--- src/sv/txr_pkg.sv ---
// Shared types and constants for the transmit ring with overrun marker.
// Used by the store, the controller, the top level and the checker.
// Has no dependencies.
`default_nettype none

package txr_pkg;

    // The ring is 2048 bytes, which matches the 11-bit position fields.
    localparam int C_DEPTH      = 2048;
    localparam int C_POS_W      = $clog2(C_DEPTH);
    localparam int C_BANK_DEPTH = C_DEPTH / 2;
    localparam int C_BANK_AW    = $clog2(C_BANK_DEPTH);
    localparam logic [7:0] C_MARKER = 8'h5E;

    typedef enum logic [1:0] {
        CMD_PUT   = 2'd0,
        CMD_DONE  = 2'd1,
        CMD_FETCH = 2'd2
    } t_cmd;

    typedef struct packed {
        logic [1:0]         command;
        logic [7:0]         char_in;
        logic [C_POS_W-1:0] fetch_index;
    } t_in;

    typedef struct packed {
        logic               byte_stored;
        logic               marker_stored;
        logic               overrun_pending;
        logic               chunk_issue;
        logic [C_POS_W-1:0] chunk_start;
        logic [C_POS_W-1:0] chunk_length;
        logic               transfer_busy;
        logic [7:0]         fetch_data;
    } t_out;

    // One write port of one bank of the byte store.
    typedef struct packed {
        logic                 we;
        logic [C_BANK_AW-1:0] addr;
        logic [7:0]           data;
    } t_bank_wr;

endpackage

`default_nettype wire

--- src/sv/txr_ctrl.sv ---
// Ring pointers, overrun mark and chunk issue logic with the result register.
// Produces the bank writes for the byte store. Depends on txr_pkg.
`default_nettype none

module txr_ctrl (
    input  wire logic          i_clk,
    input  wire logic          i_rst_n,
    input  wire logic          i_accept,
    input  wire txr_pkg::t_in  i_beat,
    output txr_pkg::t_bank_wr  o_wr [2],
    output txr_pkg::t_out      o_res,
    output logic               o_is_fetch
);
    import txr_pkg::*;

    typedef struct packed {
        logic               issue;
        logic               busy;
        logic [C_POS_W-1:0] start;
        logic [C_POS_W-1:0] len;
        logic [C_POS_W-1:0] end_pos;
    } t_chunk;

    // A chunk runs from the read position up to the write position, or to the
    // end of the ring when the stored data wraps.
    function automatic t_chunk f_chunk(input logic [C_POS_W-1:0] rp,
                                       input logic [C_POS_W-1:0] wp);
        t_chunk c;
        c = '0;
        if (wp != rp) begin
            c.issue = 1'b1;
            c.busy  = 1'b1;
            c.start = rp;
            if (rp < wp) begin
                c.len     = wp - rp;
                c.end_pos = wp;
            end else begin
                c.len     = C_POS_W'(0) - rp;
                c.end_pos = '0;
            end
        end
        return c;
    endfunction

    logic [C_POS_W-1:0] r_rp, r_wp, r_end;
    logic               r_busy, r_ovr;
    logic [C_POS_W-1:0] n_rp, n_wp, n_end;
    logic               n_busy, n_ovr;
    t_out               r_res, n_res;
    logic               r_fetch, n_fetch;

    logic [C_POS_W-1:0] w_wp_a, w_wp1, w_wp_b;
    logic               w_mark_ok, w_go_on, w_byte_ok;
    t_chunk             w_chunk;

    always_comb begin
        n_rp      = r_rp;
        n_wp      = r_wp;
        n_end     = r_end;
        n_busy    = r_busy;
        n_ovr     = r_ovr;
        n_res     = '0;
        n_fetch   = 1'b0;
        w_wp_a    = r_wp + C_POS_W'(1);
        w_mark_ok = 1'b0;
        w_go_on   = 1'b0;
        w_wp1     = r_wp;
        w_wp_b    = r_wp;
        w_byte_ok = 1'b0;
        w_chunk   = '0;
        o_wr[0]   = '0;
        o_wr[1]   = '0;

        case (i_beat.command)
            CMD_PUT: begin
                // A pending overrun first tries to leave a marker in the ring.
                w_mark_ok = r_ovr && (w_wp_a != r_rp);
                w_go_on   = !r_ovr || w_mark_ok;
                w_wp1     = w_mark_ok ? w_wp_a : r_wp;
                w_wp_b    = w_wp1 + C_POS_W'(1);
                w_byte_ok = w_go_on && (w_wp_b != r_rp);
                n_wp      = w_byte_ok ? w_wp_b : w_wp1;
                if (w_go_on) begin
                    n_ovr = !w_byte_ok;
                end
                // Marker and byte sit at neighboring positions, so they
                // always land in different banks.
                if (w_byte_ok) begin
                    o_wr[w_wp1[0]].we   = i_accept;
                    o_wr[w_wp1[0]].addr = w_wp1[C_POS_W-1:1];
                    o_wr[w_wp1[0]].data = i_beat.char_in;
                end
                if (w_mark_ok) begin
                    o_wr[r_wp[0]].we   = i_accept;
                    o_wr[r_wp[0]].addr = r_wp[C_POS_W-1:1];
                    o_wr[r_wp[0]].data = C_MARKER;
                end
                if (!r_busy) begin
                    w_chunk = f_chunk(r_rp, n_wp);
                    n_busy  = w_chunk.busy;
                    if (w_chunk.issue) begin
                        n_end = w_chunk.end_pos;
                    end
                end
                n_res.byte_stored   = w_byte_ok;
                n_res.marker_stored = w_mark_ok;
            end
            CMD_DONE: begin
                // A completion while idle is spurious and changes nothing.
                if (r_busy) begin
                    n_rp    = r_end;
                    w_chunk = f_chunk(r_end, r_wp);
                    n_busy  = w_chunk.busy;
                    if (w_chunk.issue) begin
                        n_end = w_chunk.end_pos;
                    end
                end
            end
            CMD_FETCH: begin
                n_fetch = 1'b1;
            end
            default: begin
            end
        endcase

        n_res.overrun_pending = n_ovr;
        n_res.chunk_issue     = w_chunk.issue;
        n_res.chunk_start     = w_chunk.start;
        n_res.chunk_length    = w_chunk.len;
        n_res.transfer_busy   = n_busy;
    end

    always_ff @(posedge i_clk) begin
        if (!i_rst_n) begin
            r_rp    <= '0;
            r_wp    <= '0;
            r_end   <= '0;
            r_busy  <= 1'b0;
            r_ovr   <= 1'b0;
            r_fetch <= 1'b0;
        end else if (i_accept) begin
            r_rp    <= n_rp;
            r_wp    <= n_wp;
            r_end   <= n_end;
            r_busy  <= n_busy;
            r_ovr   <= n_ovr;
            r_fetch <= n_fetch;
        end
    end

    always_ff @(posedge i_clk) begin
        if (i_accept) begin
            r_res <= n_res;
        end
    end

    assign o_res      = r_res;
    assign o_is_fetch = r_fetch;

endmodule

`default_nettype wire

--- config.mk ---
export PLATFORM = sky130hd
export DESIGN_NAME = txr_ctrl
export DESIGN_NICKNAME = d
export VERILOG_FILES = /design/src/sv/txr_pkg.sv /design/src/sv/txr_ctrl.sv
export SDC_FILE = /design/constraint.sdc
export NUM_CORES = 1
export LEC_CHECK = 0
export ABC_AREA = 1
export BUFFER_PORTS_ARGS = -buffer_cell sky130_fd_sc_hd__buf_2
export CORE_MARGIN = 3
export CORE_UTILIZATION = 59
export CTS_CLUSTER_SIZE = 20
export DETAILED_ROUTE_END_ITERATION = 10
export PLACE_DENSITY = 0.95
export SKIP_CTS_REPAIR_TIMING = 1
export SLEW_MARGIN = 30
export SYNTH_ARGS = -nofsm -noshare
export SYNTH_HDL_FRONTEND = slang
export SYNTH_SLANG_ARGS = --single-unit
--- constraint.sdc ---
create_clock -name i_clk -period 9.5 [get_ports i_clk]
set_input_delay 1.9 -clock i_clk [delete_from_list [all_inputs] [get_ports i_clk]]
set_output_delay 1.9 -clock i_clk [all_outputs]
set_load 0.03 [all_outputs]
==> metrics <==
GRT Residual Overflow=0; IO Pins=98; Netlist cell types=47; H-tree levels=3; highest clock rate=0.122 GHz; leak pwr=3.22 nW; total number of vias=6,504; drt first pass iters=6; CORE AREA=0.00950 mm2; Post-DP HPWL=approximately 14,000 um; CTS tree=yes; Async SR Flop Fraction=0%; path depth of the worst reg2reg path=44; final antenna-violating net count=0; cell area after layout=~0.0065 mm2; DR DRC count=0; NetSw=0.000446 W; sw frac=42.3%; Crit-path slowest cell=nor2_1; Post-synth top flop=dfxtp_1; Pins Over Slew Limit=0; Reg area=~0.0015 mm2; Synth top area share=13.7%; CP endpoint=r_end[6]; Synth area leaders=edfxtp_1, nand2_1, dfxtp_1, nand3_1, inv_1; GPL Wtd Cong=1.02; Iteration-0 DRC Markers=around 630; max_cap viols=0; min cycle time layout=8200 ps; largest net degree at the start of global routing=35; HP Class=flip-flop to flip-flop; clk_skew=9.53 ps; area of the mapped netlist=0.00591 mm2; footprint of the multi-input gates=roughly 0.0037 mm2; Slew @ Worst Pin=885 ps; Mapped Cells=907; mean post-synth cell area=6.52 um2; Total Die Area=0.0113 mm2; initial antenna violation count=0; CP dominant cell by count=nand2_1; FF-to-FF End=r_end[6]; antenna cells=0; CP startpoint kind=flip-flop; fillcell total=867; Worst VDD drop=0.111 mV; status=complete, no violations; Worst Path Arrival=approximately 8500 ps; vias in the first global route=approximately 6,000; Reg power frac=slightly above 30%; Initial Util=between 60% and 70%; worst path required time=9780 ps; Total GRT Usage=31.7%; Clock Sink Count=63; CTS Buf Count=9; cell taking the most area after synthesis=edfxtp_1; Critical Path Max Stage Delay=780 ps; RSZ-0062 raised after global routing=false; area grow syn2layout=10.6%; IO Port Bufs=78; relative slew slack=about two fifths; Max Root-Sink Buffers=2; Setup crit start=r_wp[1]; Nets=1,022; Setup violations, final=0; Root Driver=clkbuf_8; CP endpoint kind=flip-flop; final hold slack=463 ps; Yosys warnings=0; Die X=106 um; placed inst area=0.00631 mm2; row cnt=35; first-pass GRT wire length=28,800 um; Worst R2R Start=r_wp[1]; Setup Crit Path Kind=flip-flop to flip-flop; share of layout cells above drive strength 1=15.7%; P per Cell Area=approximately 160 mW/mm2; drt wl/cell=between 15 and 20 um; Clock Latency Late Sink=350 ps; #FFs+latches synth=63; Post-synth EDFFs=27; Die Span Y=106 um; Clock Pin Slew Worst Setup and Hold Paths=70 ps; final worst path period share=86.4%; Final Hold Violating Endpoints=0; final wirelength=17,500 um; combinational share of power=44.9%; sequential fraction of the synthesis area=25.9%; Pwr Total=0.00105 W; Clock power frac=24.4%; post-layout util=68.8%; internal power=0.000608 W; final total negative setup slack=0 ps; CP Max Fanout=17; FF-to-FF setup slack=1300 ps; Via-to-Cell Ratio=5.90
==> per-stage QoR <==
stage / std cells / setup slack (ps)
floorplan: 914 / 3540
global placement: 1087 / 1840
detailed placement: 1087 / 1670
CTS: 1103 / 1610
global route: 1103 / 619
finish: 1103 / 1300
==> power by group through the flow <==
stage	Sequential (W)	Combinational (W)	Clock [W]
after floorplan	0.000343	0.000344	0
after global placement	0.000328	0.000444	0
after detailed placement	0.000328	0.000457	0
after CTS	0.000323	0.000462	0.000259
after global routing	0.000325	0.000525	0.000273
final	0.000323	0.000473	0.000257
==> synth_stat cells (6+ instances only) <==
library cell,count
a21oi_1,74
a31oi_1,7
buf_4,11
clkbuf_1,20
clkinv_1,6
dfxtp_1,36
edfxtp_1,27
ha_1,27
inv_1,112
inv_2,7
nand2_1,206
nand2_2,13
nand3_1,92
nand3_2,14
nand4_1,8
nor2_1,52
nor2_2,7
nor3_1,11
o21ai_0,79
o21bai_1,6
o22ai_1,18
xnor2_1,8
xor2_1,19
==> sequential cells by signal, summed over array words and instances, names as in the netlist <==
register and flops:
r_wp 11, r_busy 1, r_end 11, r_ovr 1, r_rp 11, o_is_fetch 1, o_res 27
==> worst min path at each step <==
| stage | endpoint | cells after the start | startpoint | slack, ps |
|---|---|---|---|---|
| global route | o_is_fetch | 2 | o_is_fetch | 500 |
| finish | o_is_fetch | 2 | o_is_fetch | 460 |
| detailed placement | o_is_fetch | 2 | o_is_fetch | 450 |
| CTS | o_is_fetch | 2 | o_is_fetch | 470 |
| global placement | o_is_fetch | 2 | o_is_fetch | 450 |
| floorplan | r_busy | 2 | r_busy | 520 |
==> logic make-up after synthesis <==
logic type,Yosys count,share of synthesized area (%)
xor gates and xnor gates,27,4.00
adders and majority gates,29,6.39
DFF,63,25.9
buffers and inverters,163,11.5
other,1,0.0635
and+or+nand+nor,424,33.7
AOI/OAI and AO/OA,200,18.4
==> routing by layer <==
layer,GRT usage (%),vias to the layer above,wire length (um)
li1,-,3152,-
met1,40.2,2941,7080
met2,52.2,352,8240
met3,6.44,59,1620
met4,14.4,0,589
met5,0,-,0
==> cell usage in the layout, fill, tap and decap left out, types with 3 or more instances in the layout <==
cell and count:
a21oi_1 74, a31oi_1 7, buf_2 78, buf_4 4, clkbuf_8 9, clkinv_1 7
conb_1 8, dfxtp_1 36, edfxtp_1 27, ha_1 27, inv_1 112, inv_2 7
nand2_1 206, nand2_2 13, nand3_1 91, nand3_2 15, nand4_1 8, nor2_1 51
nor2_2 8, nor2_4 5, nor3_1 11, nor4_1 4, o21ai_0 79, o21ai_1 4
o21bai_1 6, o22ai_1 18, or2_2 3, xnor2_1 8, xor2_1 19
==> critical path: cells and delay by family, from the launching register on <==
kind	cells	cell delay (ps)
XOR/XNOR	1	170
adder cells (fa/ha/maj)	3	1020
AO/OA/AOI/OAI	10	1410
buffers and inverters	5	620
AND/OR/NAND/NOR	25	4270
flip-flops	1	620
==> cell type report <==
type                       count  area share, %
multi-input combinational    688           57.1
timing repair buffer          82           6.43
tap                          129           2.47
sequential                    63           23.4
clock inverter                 4          0.708
clock buffer                  12           2.72
inverter                     125           7.18
Power figures use the tool's default switching activity.
